<file path="src/hw/rtl/swm_ram.sv">
// ----------------------------------------------------------------------------
// swm_ram
// Generic single-port RAM, read-first, registered read data.
// ----------------------------------------------------------------------------
module swm_ram #(
	parameter int WIDTH = 32,
	parameter int DEPTH = 64
) (
	input  logic                     clk,
	input  logic                     we,
	input  logic                     re,
	input  logic [$clog2(DEPTH)-1:0] addr,
	input  logic [WIDTH-1:0]         wdata,
	output logic [WIDTH-1:0]         rdata
);

	logic [WIDTH-1:0] mem [DEPTH];
	logic [WIDTH-1:0] rdata_q;

	// read returns the contents before a write to the same address
	always_ff @(posedge clk) begin
		if (we) begin
			mem[addr] <= wdata;
		end
		if (re) begin
			rdata_q <= mem[addr];
		end
	end

	assign rdata = rdata_q;

endmodule

</file>
<file path="config.mk">
export PLATFORM = sky130hd
export DESIGN_NAME = swm_ram
export DESIGN_NICKNAME = d
export VERILOG_FILES = /design/src/hw/rtl/swm_ram.sv
export SDC_FILE = /design/constraint.sdc
export NUM_CORES = 2
export LEC_CHECK = 0
export ABC_AREA = 1
export BUFFER_PORTS_ARGS = -buffer_cell sky130_fd_sc_hd__buf_2
export CORE_UTILIZATION = 33
export CTS_BUF_LIST = sky130_fd_sc_hd__clkbuf_4 sky130_fd_sc_hd__clkbuf_8
export CTS_CLUSTER_SIZE = 25
export DETAILED_ROUTE_END_ITERATION = 8
export PLACE_DENSITY = 0.49
export SLEW_MARGIN = 10
export SYNTH_ARGS = -nofsm -noshare
export SYNTH_HDL_FRONTEND = slang
export SYNTH_SLANG_ARGS = --single-unit
</file>
<file path="constraint.sdc">
create_clock -name clk -period 11.9 [get_ports clk]
set_clock_uncertainty 0.05 [all_clocks]
set_input_delay 0.595 -clock clk [delete_from_list [all_inputs] [get_ports clk]]
set_output_delay 0.595 -clock clk [all_outputs]
set_load 0.005 [all_outputs]
</file>
==> results.md <==
* Slowest CP cell: buf_4
* Antenna viol nets, final at 0
* Reg power frac at 52.8%
* Fin crit share at 37.1%
* Vias in the first global route at 57,000
* Dpl hpwl at 158 mm
* Final setup margin at 7.49 ns
* Min-Delay Path Depth at 1
* CTS tree: built
* Footprint of the multi-input gates at 22,800 um2
* Commonest non-fill, non-tap cell in the layout: nand2_1
* Root Buffer: clkbuf_8
* WS Path Type: in -> reg
* Worst path most repeated cell: nand2_1
* Worst-path maximum fanout at 178
* Num rows at 187
* Yosys cell types at 20
* Syn_area_per_cell at 10.3 um2
* H-tree Lvls at 5
* Post-CTS Resized at 0
* Fin. max-slew vios at 0
* Synth Register Bits at 2,080
* Met2 usage at 35.8%
* Fillers at 25,800
* Initial Util at 33.3%
* Simple-Gate Fraction of Synth Area at 25.6%
* Hold Path Class: in -> reg
* Fmax at 227 MHz
* CP startpoint kind: input pin
* Mapped cell area at 86,800 um2
* Xor/xnor share of the synthesized area at 0%
* NumNets Final at 8,663
* Internal Power at 11.7 mW
* Total grt overflow at 0
* Post-Syn Nets at 8,481
* Normalized max-slew margin at 12.8%
* Setup TNS at 0 ns
* CTS sink count at 2,080
* Core area at 261,000 um2
* Total Power at 15.5 mW
* Routed wire length per instance at 23.3 um
* Worst stage delay on the critical path at 0.79 ns
* DRT iter0 DRCs at 5,713
* Data arrival, critical path at 5.30 ns
* Max cap viols at 0
* Endpoint class of the critical path: flip-flop
* Yosys warning total at 0
* WP data required at 12.79 ns
* Clock network fraction of total power at 40.5%
* Reg2reg path depth at 10
* PwrDens at 157 nW/um2
* Initial antenna violation count at 21
* RSZ-0062 raised after global routing: no
* Static Leakage at 40.5 nW
* Peak supply drop at 90.0 uV
* Slew @ Worst Pin at 1.30 ns
* Comb power frac at 6.7%
* Full die area at 265,000 um2
* Met3 usage at 3.15%
* Syn Inst Count at 8,440
* Final instance area at 98,300 um2
* Reg clk slew, reported paths at 0.06 ns
* Sw frac at 24.5%
* Final setup viols at 0
* First-pass GRT wire length at 412 mm
* Worst path top cell family by delay: buffers and inverters
* Largest net degree at the start of global routing at 184
* Final min period at 4.41 ns
* Mux cell area share after synthesis at 0%
* Most frequent cells in the layout: nand2_1 (5,728), edfxtp_1 (2,080), clkbuf_8 (376)
* Drt first pass iters at 6
* Die X at 515 um
* Psw at 3.79 mW
* Bufs and invs on worst path at 5
* Longest Clk Path Bufs at 4
* Gr busiest metal: met2
* Vias per cell at 4.77
* Routed via count at 59,100
* WP depth at 15
* Area Overhead vs Synth at 13.2%
* Io pins at 73
* Outcome: completed
* Clock latency on the worst-skew pair at 1.09 ns
* Die height at 515 um
* FF+latch area at 62,500 um2
* Cell Area, Placed at 91,500 um2
* Port Buffers at 72
* Final hold vios at 0
* Crit-path cells: buf_8 > buf_12 > buf_4 > buf_4 > buf_4 > nand2_1 > nand2_1 > nand2_1 > nand2_1 > nand2_1 > nand2_1 > nand2_1 > nand2_1 > nor2_1 > nand2_1
* Tot GR Track Use at 21.5%
* DP Worst Slack at 6.45 ns
* Share of cells above drive strength 1 at 9.66%
* Wirelength, routed at 288 mm
* Compound-Gate Fraction of Synth Area at 0.0836%
* Seq/Total Area, Yosys at 71.9%
* # DRC at 0
* GPL Wtd Cong at 0.882
* Adder-Cell Fraction of Synth Area at 0%
* Num CTS Buffers at 374
* Largest family of logic cells by synthesized area: simple AND/OR/NAND/NOR gates
* GRT met1 Usage at 28.5%
==> through the flow <==
stage | std cells | hold WS, ns | util [%]
after floorplan | 8440 | 0.633 | -
after global routing | 12400 | 0.0166 | 37.7
final | 12400 | 0.0512 | 37.7
after detailed placement | 11700 | 0.775 | 35.1
after CTS | 12400 | 0.00129 | 37.7
after global placement | 11700 | 0.776 | 35.1
==> path summary, 6_finish.rpt <==
kind                from          to  slack, ns
max              addr[0]    rdata[6]       7.49
min            wdata[17]  mem[6][17]       0.05
max reg2reg  mem[20][12]   rdata[12]       9.52
min reg2reg  mem[42][30]   rdata[30]       0.81
==> power groups by stage <==
stage | registers [mW] | clock network [mW] | logic (mW)
final | 8.16 | 6.26 | 1.04
after global routing | 8.16 | 6.68 | 1.13
after CTS | 8.16 | 6.38 | 1.05
after detailed placement | 8.31 | 0 | 1.05
after global placement | 8.31 | 0 | 1.05
after floorplan | 8.30 | 0 | 0.517
==> routing by layer <==
layer  wire [um]  vias to the layer above
li1            -                    27700
met1      123000                    29000
met2      137000                     1883
met3       16800                      482
met4       10800                        4
met5          31                        -
==> state kept, by name (all words and copies together), names as in the netlist <==
name,cells
rdata,32
mem,2048
==> timing repair <==
| action | in CTS | in global routing |
|---|---|---|
| hold buffers | 5 | 0 |
| hold endpoints to repair | 29 | 0 |
| setup buffers | 0 | 0 |
| setup endpoints to repair | 0 | 0 |
==> cells by family after synthesis <==
group,after synthesis
AOI/OAI and AO/OA,12
buffers and inverters,452
DFF,2080
and+or+nand+nor,5896
==> synthesized netlist by cell type <==
| master | count | area [um2] |
|---|---|---|
| buf_1 | 27 | 101 |
| buf_2 | 244 | 1220 |
| buf_4 | 11 | 82.6 |
| buf_6 | 4 | 45.0 |
| clkbuf_1 | 136 | 510 |
| edfxtp_1 | 2080 | 62500 |
| inv_1 | 16 | 60.1 |
| inv_2 | 14 | 52.6 |
| nand2_1 | 5728 | 21500 |
| nand3_1 | 13 | 65.1 |
| nand4_1 | 2 | 12.5 |
| nor2_1 | 137 | 514 |
| nor3_1 | 1 | 5.00 |
| nor3_2 | 7 | 70.1 |
| nor4_1 | 2 | 12.5 |
| o211ai_1 | 5 | 37.5 |
| o21ai_0 | 5 | 25.0 |
| o21ai_1 | 2 | 10.0 |
| or2_1 | 1 | 6.26 |
| or2_2 | 5 | 31.3 |
==> final cells by class <==
cell class | count | area share [%]
antenna | 14 | 0.0356
clock buffer | 505 | 6.25
clock inverter | 123 | 0.578
inverter | 30 | 0.137
multi-input combinational | 5908 | 23.2
sequential | 2080 | 63.5
tap | 3496 | 4.45
timing repair buffer | 228 | 1.78
(Power assumes the default switching activity.)
